$ cat config.mk
export PLATFORM = sky130hd
export DESIGN_NAME = duration_number_parser
export DESIGN_NICKNAME = d
export VERILOG_FILES = /design/src/hw/rtl/dnp_pkg.sv /design/src/hw/rtl/duration_number_parser.sv /design/src/hw/rtl/dnp_front.sv /design/src/hw/rtl/dnp_queue.sv /design/src/hw/rtl/dnp_back.sv
export VERILOG_INCLUDE_DIRS = /design/src /design/src/hw/rtl
export SDC_FILE = /design/constraint.sdc
export NUM_CORES = 2
export LEC_CHECK = 0
export BUFFER_PORTS_ARGS = -buffer_cell sky130_fd_sc_hd__clkbuf_2
export CORE_MARGIN = 8
export CORE_UTILIZATION = 35
export CTS_BUF_LIST = sky130_fd_sc_hd__clkbuf_4
export DETAILED_ROUTE_END_ITERATION = 10
export HOLD_SLACK_MARGIN = 0.02
export MAX_ROUTING_LAYER = met4
export PLACE_DENSITY = 0.5
export SYNTH_ARGS = -nofsm -noshare
export SYNTH_HDL_FRONTEND = slang
export SYNTH_SLANG_ARGS = --single-unit
export TNS_END_PERCENT = 5
$ cat constraint.sdc
create_clock -name clk -period 26.1 [get_ports clk]
set_input_delay 3.915 -clock clk [delete_from_list [all_inputs] [get_ports clk]]
set_output_delay 3.915 -clock clk [all_outputs]
set_load 0.01 [all_outputs]
$ cat src/hw/rtl/assert_macros.svh
// Assertion macros shared by the parser RTL.
// Define ASSERT_OFF to compile every check out.
`ifndef ASSERT_MACROS_SVH
`define ASSERT_MACROS_SVH

`ifndef ASSERT_OFF
// Clocked check, masked while reset is high
`define ASSERT_CLK(lbl, clk, rst, prop, msg) \
  lbl: assert property (@(posedge clk) disable iff (rst) (prop)) else $error(msg);
// Clocked check that also holds during reset
`define ASSERT_ALWAYS(lbl, clk, prop, msg) \
  lbl: assert property (@(posedge clk) (prop)) else $error(msg);
`else
`define ASSERT_CLK(lbl, clk, rst, prop, msg)
`define ASSERT_ALWAYS(lbl, clk, prop, msg)
`endif

`endif

$ cat src/hw/rtl/dnp_pkg.sv
// Shared types and constants of the duration number parser.
// No dependencies; imported by every parser module.
`default_nettype none

package dnp_pkg;

  // character classes passed from the front to the back
  localparam logic [2:0] CLS_DIGIT = 3'd0;
  localparam logic [2:0] CLS_PLUS  = 3'd1;
  localparam logic [2:0] CLS_MINUS = 3'd2;
  localparam logic [2:0] CLS_DOT   = 3'd3;
  localparam logic [2:0] CLS_COLON = 3'd4;
  localparam logic [2:0] CLS_OTHER = 3'd5;

  // time_kind register codes, also the kind field of time results
  localparam logic [1:0] TK_NONE = 2'd0;
  localparam logic [1:0] TK_DUR  = 2'd1;
  localparam logic [1:0] TK_DEC  = 2'd2;

  // register indexes
  localparam logic REG_ALLOW_INTEGER = 1'b0;
  localparam logic REG_TIME_KIND     = 1'b1;

  // error codes
  localparam logic [1:0] ERR_NONE    = 2'd0;
  localparam logic [1:0] ERR_INT     = 2'd1;
  localparam logic [1:0] ERR_TIME    = 2'd2;
  localparam logic [1:0] ERR_NO_TYPE = 2'd3;

  localparam logic [30:0] VAL_MAX  = 31'h7FFF_FFFF;
  localparam logic [30:0] HOUR_MAX = 31'd596523;
  localparam logic [30:0] MIN_MAX  = 31'd35791394;
  localparam int unsigned FRACTION_DIGITS = 6;

  typedef struct packed {
    logic       first;
    logic [2:0] cls;
    logic [3:0] digit;
  } tok_t;

endpackage

`default_nettype wire

$ cat src/hw/rtl/duration_number_parser.sv
// Top level of the streaming decimal integer and duration parser.
// Depends on dnp_pkg, dnp_front, dnp_queue and dnp_back.
//
//  channel  dir  handshake              payload
//  in       in   in_valid / in_stall    ch, first
//  out      out  out_valid / out_stall  seconds, microseconds, kind, hms_form, error, consumed
//  cfg      in   cfg_valid / cfg_ready  cfg_index, cfg_data
//
// One character per cycle is taken while the queue has room; the back end retires one
// queued character per cycle whenever the result register is empty or being drained.
// A result is registered and appears in the cycle after its terminating character is popped
// from the queue; with an empty queue a character passes a queue slot and the result register.
// Reset is synchronous and clears the queue, parser phase, result valid and time_kind; it sets allow_integer.
// A stall on the output backs up through the QUEUE_DEPTH entry queue to in_stall.
`default_nettype none

module duration_number_parser #(
  parameter int QUEUE_DEPTH = 4
) (
  input  logic               clk,
  input  logic               rst,
  input  logic               in_valid,
  output logic               in_stall,
  input  logic [7:0]         ch,
  input  logic               first,
  output logic               out_valid,
  input  logic               out_stall,
  output logic signed [31:0] seconds,
  output logic signed [20:0] microseconds,
  output logic [1:0]         kind,
  output logic               hms_form,
  output logic [1:0]         error,
  output logic [15:0]        consumed,
  input  logic               cfg_valid,
  output logic               cfg_ready,
  input  logic               cfg_index,
  input  logic [1:0]         cfg_data
);
  import dnp_pkg::*;

  logic       allow_integer;
  logic [1:0] time_kind;
  logic       q_full;
  logic       q_push;
  tok_t       front_tok;
  logic       q_valid;
  tok_t       q_tok;
  logic       q_pop;

  assign cfg_ready = 1'b1;

  always_ff @(posedge clk) begin
    if (rst) begin
      allow_integer <= 1'b1;
      time_kind     <= TK_NONE;
    end else if (cfg_valid && cfg_ready) begin
      unique case (cfg_index)
        REG_ALLOW_INTEGER: allow_integer <= cfg_data[0];
        REG_TIME_KIND:     time_kind     <= cfg_data;
        default:           allow_integer <= allow_integer;
      endcase
    end
  end

  dnp_front u_front (
    .in_valid (in_valid),
    .in_stall (in_stall),
    .ch       (ch),
    .first    (first),
    .q_full   (q_full),
    .push     (q_push),
    .tok      (front_tok)
  );

  dnp_queue #(
    .DEPTH (QUEUE_DEPTH)
  ) u_queue (
    .clk     (clk),
    .rst     (rst),
    .push    (q_push),
    .tok_in  (front_tok),
    .full    (q_full),
    .valid   (q_valid),
    .tok_out (q_tok),
    .pop     (q_pop)
  );

  dnp_back u_back (
    .clk           (clk),
    .rst           (rst),
    .q_valid       (q_valid),
    .q_tok         (q_tok),
    .q_pop         (q_pop),
    .allow_integer (allow_integer),
    .time_kind     (time_kind),
    .out_valid     (out_valid),
    .out_stall     (out_stall),
    .seconds       (seconds),
    .microseconds  (microseconds),
    .kind          (kind),
    .hms_form      (hms_form),
    .error         (error),
    .consumed      (consumed)
  );

endmodule

`default_nettype wire

$ cat src/hw/rtl/dnp_front.sv
// Front end: takes characters and classifies them into queue requests.
// Depends on dnp_pkg.
`default_nettype none

module dnp_front (
  input  logic          in_valid,
  output logic          in_stall,
  input  logic [7:0]    ch,
  input  logic          first,
  input  logic          q_full,
  output logic          push,
  output dnp_pkg::tok_t tok
);
  import dnp_pkg::*;

  logic is_num;

  assign is_num   = (ch >= 8'h30) && (ch <= 8'h39);
  assign in_stall = q_full;
  assign push     = in_valid && !q_full;

  always_comb begin
    tok.first = first;
    // '0'..'9' sit at 0x30..0x39, so the low nibble is the digit value
    tok.digit = ch[3:0];
    if (is_num) begin
      tok.cls = CLS_DIGIT;
    end else begin
      unique case (ch)
        8'h2B:   tok.cls = CLS_PLUS;
        8'h2D:   tok.cls = CLS_MINUS;
        8'h2E:   tok.cls = CLS_DOT;
        8'h3A:   tok.cls = CLS_COLON;
        default: tok.cls = CLS_OTHER;
      endcase
    end
  end

endmodule

`default_nettype wire

$ cat src/hw/rtl/dnp_queue.sv
// Short request queue between the parser front and back.
// Depends on dnp_pkg and assert_macros.svh.
`default_nettype none
`include "assert_macros.svh"

module dnp_queue #(
  parameter int DEPTH = 4
) (
  input  logic          clk,
  input  logic          rst,
  input  logic          push,
  input  dnp_pkg::tok_t tok_in,
  output logic          full,
  output logic          valid,
  output dnp_pkg::tok_t tok_out,
  input  logic          pop
);
  import dnp_pkg::*;

  localparam int AW = (DEPTH > 1) ? $clog2(DEPTH) : 1;
  localparam int CW = $clog2(DEPTH + 1);

  tok_t          slots [DEPTH];
  logic [AW-1:0] wr_ptr;
  logic [AW-1:0] rd_ptr;
  logic [CW-1:0] count;

  assign full    = (count == CW'(DEPTH));
  assign valid   = (count != '0);
  assign tok_out = slots[rd_ptr];

  always_ff @(posedge clk) begin
    if (push) begin
      slots[wr_ptr] <= tok_in;
    end
  end

  always_ff @(posedge clk) begin
    if (rst) begin
      wr_ptr <= '0;
      rd_ptr <= '0;
      count  <= '0;
    end else begin
      if (push) begin
        wr_ptr <= (wr_ptr == AW'(DEPTH - 1)) ? '0 : wr_ptr + AW'(1);
      end
      if (pop) begin
        rd_ptr <= (rd_ptr == AW'(DEPTH - 1)) ? '0 : rd_ptr + AW'(1);
      end
      unique case ({push, pop})
        2'b10:   count <= count + CW'(1);
        2'b01:   count <= count - CW'(1);
        default: count <= count;
      endcase
    end
  end

  `ASSERT_CLK(a_count_bound, clk, rst, count <= CW'(DEPTH), "queue count beyond depth")
  `ASSERT_CLK(a_no_pop_empty, clk, rst, pop |-> (count != '0), "pop from empty queue")
  `ASSERT_CLK(a_no_push_full, clk, rst, push |-> (count != CW'(DEPTH)), "push into full queue")

endmodule

`default_nettype wire

$ cat src/hw/rtl/dnp_back.sv
// Back end: parser state machine and result register.
// Depends on dnp_pkg and assert_macros.svh.
`default_nettype none
`include "assert_macros.svh"

module dnp_back (
  input  logic               clk,
  input  logic               rst,
  input  logic               q_valid,
  input  dnp_pkg::tok_t      q_tok,
  output logic               q_pop,
  input  logic               allow_integer,
  input  logic [1:0]         time_kind,
  output logic               out_valid,
  input  logic               out_stall,
  output logic signed [31:0] seconds,
  output logic signed [20:0] microseconds,
  output logic [1:0]         kind,
  output logic               hms_form,
  output logic [1:0]         error,
  output logic [15:0]        consumed
);
  import dnp_pkg::*;

  localparam logic [2:0] PH_IDLE      = 3'd0;
  localparam logic [2:0] PH_SIGN      = 3'd1;
  localparam logic [2:0] PH_WHOLE     = 3'd2;
  localparam logic [2:0] PH_MIN_START = 3'd3;
  localparam logic [2:0] PH_MIN       = 3'd4;
  localparam logic [2:0] PH_SEC_START = 3'd5;
  localparam logic [2:0] PH_SEC       = 3'd6;
  localparam logic [2:0] PH_FRAC      = 3'd7;

  // acc * 10 + digit, clamped; bit 31 flags the clamp
  function automatic logic [31:0] add10(input logic [30:0] acc, input logic [3:0] dg);
    logic [34:0] v;
    begin
      v = 35'(acc) * 35'd10 + 35'(dg);
      if (v > 35'(VAL_MAX)) begin
        add10 = {1'b1, VAL_MAX};
      end else begin
        add10 = {1'b0, v[30:0]};
      end
    end
  endfunction

  // scale for padding the fraction out to six digits
  function automatic logic [19:0] pad_scale(input logic [2:0] n);
    begin
      unique case (n)
        3'd0:    pad_scale = 20'd1000000;
        3'd1:    pad_scale = 20'd100000;
        3'd2:    pad_scale = 20'd10000;
        3'd3:    pad_scale = 20'd1000;
        3'd4:    pad_scale = 20'd100;
        3'd5:    pad_scale = 20'd10;
        default: pad_scale = 20'd1;
      endcase
    end
  endfunction

  // stored state
  logic [2:0]  phase;
  logic        negative;
  logic [30:0] whole_accum;
  logic [30:0] field_accum;
  logic        saturated;
  logic [19:0] usec_accum;
  logic [2:0]  frac_digits;
  logic [15:0] char_count;
  logic        hms_seen;

  // state seen by this request (cleared on first, with the phase starting at PH_SIGN)
  logic [2:0]  ph;
  logic        neg;
  logic [30:0] wh;
  logic [30:0] fa;
  logic        sat;
  logic [19:0] us;
  logic [2:0]  fd;
  logic [15:0] cc;
  logic        hs;

  logic [2:0]  phase_next;
  logic        negative_next;
  logic [30:0] whole_accum_next;
  logic [30:0] field_accum_next;
  logic        saturated_next;
  logic [19:0] usec_accum_next;
  logic [2:0]  frac_digits_next;
  logic [15:0] char_count_next;
  logic        hms_seen_next;

  logic [1:0]  tk_eff;
  logic        is_num;
  logic        is_dot;
  logic        is_colon;
  logic [31:0] ad_whole;
  logic [31:0] ad_field;
  logic [42:0] hour_prod;
  logic [37:0] min_sum;
  logic [31:0] sec_sum;
  logic [39:0] pad_prod;
  logic [23:0] frac_step;

  logic        do_consume;
  logic        do_whole_end;
  logic        do_dot_end;
  logic        emit;
  logic [30:0] e_sec;
  logic [19:0] e_us;
  logic [1:0]  e_kind;
  logic [1:0]  e_err;

  // result register
  logic [30:0] o_sec;
  logic [19:0] o_us;
  logic        o_neg;
  logic [1:0]  o_kind;
  logic        o_hms;
  logic [1:0]  o_err;
  logic [15:0] o_cnt;

  assign tk_eff   = (time_kind == TK_DUR || time_kind == TK_DEC) ? time_kind : TK_NONE;
  assign is_num   = (q_tok.cls == CLS_DIGIT);
  assign is_dot   = (q_tok.cls == CLS_DOT);
  assign is_colon = (q_tok.cls == CLS_COLON);
  assign q_pop    = q_valid && (!out_valid || !out_stall);

  always_comb begin
    if (q_tok.first) begin
      ph  = PH_SIGN;
      neg = 1'b0;
      wh  = '0;
      fa  = '0;
      sat = 1'b0;
      us  = '0;
      fd  = '0;
      cc  = '0;
      hs  = 1'b0;
    end else begin
      ph  = phase;
      neg = negative;
      wh  = whole_accum;
      fa  = field_accum;
      sat = saturated;
      us  = usec_accum;
      fd  = frac_digits;
      cc  = char_count;
      hs  = hms_seen;
    end

    ad_whole  = add10(wh, q_tok.digit);
    ad_field  = add10(fa, q_tok.digit);
    hour_prod = 43'(wh) * 43'd3600;
    min_sum   = 38'(wh) + 38'(fa) * 38'd60;
    sec_sum   = 32'(wh) + 32'(fa);
    pad_prod  = 40'(us) * 40'(pad_scale(fd));
    frac_step = 24'(us) * 24'd10 + 24'(q_tok.digit);

    phase_next       = ph;
    negative_next    = neg;
    whole_accum_next = wh;
    field_accum_next = fa;
    saturated_next   = sat;
    usec_accum_next  = us;
    frac_digits_next = fd;
    hms_seen_next    = hs;

    do_consume   = 1'b0;
    do_whole_end = 1'b0;
    do_dot_end   = 1'b0;
    emit         = 1'b0;
    e_sec        = '0;
    e_us         = '0;
    e_kind       = tk_eff;
    e_err        = ERR_NONE;

    unique case (ph)
      PH_IDLE: begin
      end
      PH_SIGN: begin
        if (q_tok.cls == CLS_PLUS || q_tok.cls == CLS_MINUS) begin
          if (q_tok.cls == CLS_MINUS) begin
            negative_next = ~neg;
          end
          do_consume = 1'b1;
        end else if (!allow_integer && tk_eff == TK_NONE) begin
          emit   = 1'b1;
          e_kind = TK_NONE;
          e_err  = ERR_NO_TYPE;
        end else if (is_num) begin
          whole_accum_next = ad_whole[30:0];
          saturated_next   = sat | ad_whole[31];
          do_consume       = 1'b1;
          phase_next       = PH_WHOLE;
        end else begin
          do_whole_end = 1'b1;
        end
      end
      PH_WHOLE: begin
        if (is_num) begin
          whole_accum_next = ad_whole[30:0];
          saturated_next   = sat | ad_whole[31];
          do_consume       = 1'b1;
        end else begin
          do_whole_end = 1'b1;
        end
      end
      PH_MIN_START, PH_SEC_START: begin
        if (is_num) begin
          saturated_next   = 1'b0;
          field_accum_next = 31'(q_tok.digit);
          do_consume       = 1'b1;
          phase_next       = (ph == PH_MIN_START) ? PH_MIN : PH_SEC;
        end else begin
          do_dot_end = 1'b1;
        end
      end
      PH_MIN: begin
        if (is_num) begin
          field_accum_next = ad_field[30:0];
          saturated_next   = sat | ad_field[31];
          do_consume       = 1'b1;
        end else if (fa > MIN_MAX || min_sum > 38'(VAL_MAX)) begin
          emit  = 1'b1;
          e_err = ERR_TIME;
        end else begin
          whole_accum_next = min_sum[30:0];
          if (is_colon) begin
            do_consume = 1'b1;
            phase_next = PH_SEC_START;
          end else begin
            do_dot_end = 1'b1;
          end
        end
      end
      PH_SEC: begin
        if (is_num) begin
          field_accum_next = ad_field[30:0];
          saturated_next   = sat | ad_field[31];
          do_consume       = 1'b1;
        end else if (sat || sec_sum > 32'(VAL_MAX)) begin
          emit  = 1'b1;
          e_err = ERR_TIME;
        end else begin
          whole_accum_next = sec_sum[30:0];
          do_dot_end       = 1'b1;
        end
      end
      PH_FRAC: begin
        if (is_num) begin
          // keep the leading digits, skip the rest
          if (32'(fd) < FRACTION_DIGITS) begin
            usec_accum_next  = frac_step[19:0];
            frac_digits_next = fd + 3'd1;
          end
          do_consume = 1'b1;
        end else begin
          emit  = 1'b1;
          e_sec = wh;
          e_us  = pad_prod[19:0];
        end
      end
      default: begin
      end
    endcase

    if (do_whole_end) begin
      if (allow_integer && !(tk_eff != TK_NONE && (is_dot || is_colon))) begin
        emit   = 1'b1;
        e_kind = TK_NONE;
        e_err  = sat ? ERR_INT : ERR_NONE;
        e_sec  = sat ? '0 : wh;
      end else if (is_colon) begin
        hms_seen_next = 1'b1;
        if (wh > HOUR_MAX) begin
          emit  = 1'b1;
          e_err = ERR_TIME;
        end else begin
          whole_accum_next = hour_prod[30:0];
          do_consume       = 1'b1;
          phase_next       = PH_MIN_START;
        end
      end else if (sat) begin
        emit  = 1'b1;
        e_err = ERR_TIME;
      end else begin
        do_dot_end = 1'b1;
      end
    end

    if (do_dot_end) begin
      if (is_dot) begin
        do_consume       = 1'b1;
        usec_accum_next  = '0;
        frac_digits_next = '0;
        phase_next       = PH_FRAC;
      end else begin
        emit  = 1'b1;
        e_sec = whole_accum_next;
      end
    end

    if (emit) begin
      phase_next = PH_IDLE;
    end
    char_count_next = (do_consume && cc != 16'hFFFF) ? cc + 16'd1 : cc;
  end

  always_ff @(posedge clk) begin
    if (rst) begin
      phase <= PH_IDLE;
    end else if (q_pop) begin
      phase <= phase_next;
    end
  end

  always_ff @(posedge clk) begin
    if (q_pop) begin
      negative    <= negative_next;
      whole_accum <= whole_accum_next;
      field_accum <= field_accum_next;
      saturated   <= saturated_next;
      usec_accum  <= usec_accum_next;
      frac_digits <= frac_digits_next;
      char_count  <= char_count_next;
      hms_seen    <= hms_seen_next;
    end
  end

  always_ff @(posedge clk) begin
    if (rst) begin
      out_valid <= 1'b0;
    end else if (q_pop && emit) begin
      out_valid <= 1'b1;
    end else if (!out_stall) begin
      out_valid <= 1'b0;
    end
  end

  always_ff @(posedge clk) begin
    if (q_pop && emit) begin
      o_sec  <= e_sec;
      o_us   <= e_us;
      o_neg  <= negative_next;
      o_kind <= e_kind;
      o_hms  <= hms_seen_next;
      o_err  <= e_err;
      o_cnt  <= cc;
    end
  end

  // apply the sign on the way out
  assign seconds      = o_neg ? (32'd0 - {1'b0, o_sec}) : {1'b0, o_sec};
  assign microseconds = o_neg ? (21'd0 - {1'b0, o_us}) : {1'b0, o_us};
  assign kind         = o_kind;
  assign hms_form     = o_hms;
  assign error        = o_err;
  assign consumed     = o_cnt;

  `ASSERT_CLK(a_emit_idle, clk, rst,
    (q_pop && emit) |=> (phase == PH_IDLE),
    "no idle after result")
  `ASSERT_CLK(a_frac_bound, clk, rst,
    (32'(frac_digits) <= FRACTION_DIGITS) || (phase != PH_FRAC),
    "fraction digit count too high")
  `ASSERT_CLK(a_usec_range, clk, rst,
    out_valid |-> (o_us < 20'd1000000),
    "microseconds out of range")
  `ASSERT_CLK(a_err_zero, clk, rst,
    (out_valid && o_err != ERR_NONE) |-> (o_sec == '0 && o_us == '0),
    "error result carries a value")

endmodule

`default_nettype wire
==> impl_metrics.toml <==
[worst_setup_path]
crit_fanout = 56
worstSetupPathType = "reg -> reg"
critPathArrivalTime_ns = 11.24
path_delay_family = "compound AO/OA/AOI/OAI gates"
worstSetupEndpointType = "flip-flop"
worst_path_largest_cell_delay_ns = 0.74
critPathLaunchType = "flip-flop"
path_buf_inv = 5
required_ns = 26.73
timing.reg2reg.setup_slack_ns = 15.48
worst_path_max_delay_cell = "buf_4"

[yosys]
synth_cell_types = 104
ys_ff_latch = 225
syn_area_sq_um = 35800
synth_area_leaders = "edfxtp_1, ha_1, fa_1, xnor2_1, inv_1"
avgSynthCellArea_sq_um = 8.43
yosysTopAreaCell = "edfxtp_1"
synth_warnings = 0
synth-compound-area-share_pct = 19.6
synthMuxAreaShare_pct = 2.01
synth_edf_count = 209
synth_fa_ha_area_share_pct = 27.3
synth_top_family_by_area = "adder cells"
postSynth.asyncResetShare_pct = 0
synth_top_area_share_pct = 17.5
synth_simple_gate_area_share_pct = 17.1
syn_inst = 4247
synth_flop_cell = "edfxtp_1"
synth-xor-area-share_pct = 8.72
ys_seq_area_share_pct = 18.4
syn_nets = 4910

[timing]
fmax_ghz = 0.0942
skew_ns = 0.0749
setup_violations = 0
setup_tns_ns = 0
slew_violations = 0
finalHoldViolations = 0
slew_headroom_pct = 26.7
finalCriticalPeriod_ns = 10.62
worst_pin_slew_ns = 1.10
rsz0062_at_grt = "no"
setup_ws_ns = 15.48
period_share_pct = 40.7

[die]
num_io_pins = 94
die_x_microns = 336
start_util_pct = 35.2
rows = 117
chipHeight_microns = 336
floorplan.core_area_sq_um = 102000
dieArea_sq_um = 113000

[final_layout]
area_growth_pct = 7.74
fin_nets = 4947
post-route-util_pct = 38.0
final_cell_mix = "inv_1, ha_1, nand2_1, nor2_1, a21oi_1"
drive_above_1_share_pct = 7.68
layout_commonest_cell = "inv_1"

[place]
io_buffers = 92
dp_hpwl_microns = 96400
place_ws_ns = 15.49
place.gp.congestion = 0.918

[cts]
cts-resized-gates = 0
clkTransAtPathRegs_ns = 0.07
cts_setup_buffers = 0
cts_buffers = 69
hold_buffers = 0
clock_sinks = 225
clock_latency_ns = 0.80
root_buffer = "clkbuf_4"
h-tree-depth = 3
cts.path.max_buffers = 3
cts_tree = "built"

[detailed_routing]
first_pass_iters = 6
drt_iter0_markers = 2623
ant_nets = 0
routedWlPerCell_microns = 21.1
finalWirelength_microns = 120000
drcViolationCount = 0
vias = 31519
vias_per_cell = 5.52

[global_routing]
grt_util_all_layers_pct = 21.4
grt_pass1_vias = 30743
grt_max_degree = 70
antenna_found_initial = 4
grt_pass1_wl_microns = 185000
grt_overflow = 0

[run_status]
outcome = "finished clean"

[flow_run]
max_cap_viol_count = 0

[hold_path]
worstHoldPathType = "reg -> reg"
[layer usage]
layer / share of wire, % / GRT usage, % / routed length (microns) / vias up
li1: - / - / - / 15175
met1: 47 / 29.7 / 57100 / 15170
met2: 44 / 32.7 / 52500 / 1004
met3: 6.8 / 3.41 / 8190 / 170
met4: 2.1 / 4.85 / 2550 / 0
met5: 0 / - / 0 / -
[worst register-to-register path: cells and delay by family (launching register included)]
kind / cells / cell delay (ns)
AOI/OAI and AO/OA: 16 / 4.37
xor gates and xnor gates: 2 / 0.35
adders and majority gates: 4 / 1.45
buffers and inverters: 5 / 1.77
DFF: 1 / 0.63
muxes: 2 / 0.72
and+or+nand+nor: 6 / 1.18
[sequential cells by signal, summed over array words and instances (netlist names), 3 cells and up, named ones only]
register / flops
u_queue.count: 3
u_back.whole_accum: 31
u_back.field_accum: 31
u_back.o_sec: 31
u_back.o_us: 20
u_back.phase: 3
u_back.usec_accum: 20
u_queue.slots: 32
u_back.char_count: 16
u_back.frac_digits: 3
u_back.consumed: 16
[stage by stage]
| step | cells | hold slack [ns] | area [sq um] |
|---|---|---|---|
| floorplan | 4247 | 0.453 | 35800 |
| finish | 5707 | 0.483 | 38600 |
| global placement | 5581 | 0.475 | 37600 |
| CTS | 5706 | 0.484 | 38600 |
| detailed placement | 5581 | 0.471 | 37600 |
| global route | 5707 | 0.514 | 38600 |
[worst paths after layout]
path / from / to / depth (start not counted)
min reg2reg: time_kind[0] / time_kind[0] / 2
max reg2reg: flip-flop / u_back.phase[2] / 35
min: time_kind[0] / time_kind[0] / 2
max: flip-flop / u_back.phase[2] / 35
[cell type report]
| type | instances | area [sq um] |
|---|---|---|
| well taps | 1368 | 1710 |
| diodes | 1 | 2.50 |
| clock buffers | 97 | 728 |
| clock inverters | 28 | 195 |
| repair buffers | 126 | 716 |
| multi-input cells | 3385 | 26800 |
| flip-flops and latches | 225 | 6600 |
| fillers | 10680 | 63000 |
| inverters | 477 | 1790 |
[cell families (layout without fill, tap and decap cells)]
group / count (synthesis) / in the layout
AO/OA/AOI/OAI: 1052 / 1052
XOR/XNOR: 355 / 355
adder cells (fa/ha/maj): 654 / 654
buffers and inverters: 637 / 728
flip-flops: 225 / 225
multiplexers: 59 / 59
other: 1 / 2
AND/OR/NAND/NOR: 1264 / 1264
[cells in the mapped netlist (16+ instances only)]
cell type and n:
nand3_1 82, nor2b_1 56, and2_1 58, edfxtp_1 209, o221ai_1 18, a211oi_1 55
nor4_1 31, o211ai_1 30, or4_1 16, o22ai_1 27, o31ai_1 47, xnor2_1 267
nor2_1 305, inv_1 475, nor3_1 81, or3_1 36, or2_2 29, a22oi_1 19
nand4_1 35, xor2_1 87, o21a_1 31, o21ai_0 191, and3_1 50, fa_1 214
a21oi_1 277, o21bai_1 24, mux2i_1 41, ha_1 432, dfxtp_1 16, clkbuf_1 122
a21o_1 92, a31oi_1 36, nand2_1 391, nand2b_1 39
Power is not shown: default switching activity piles up to over one toggle a cycle in this logic, so the estimate is an artifact.
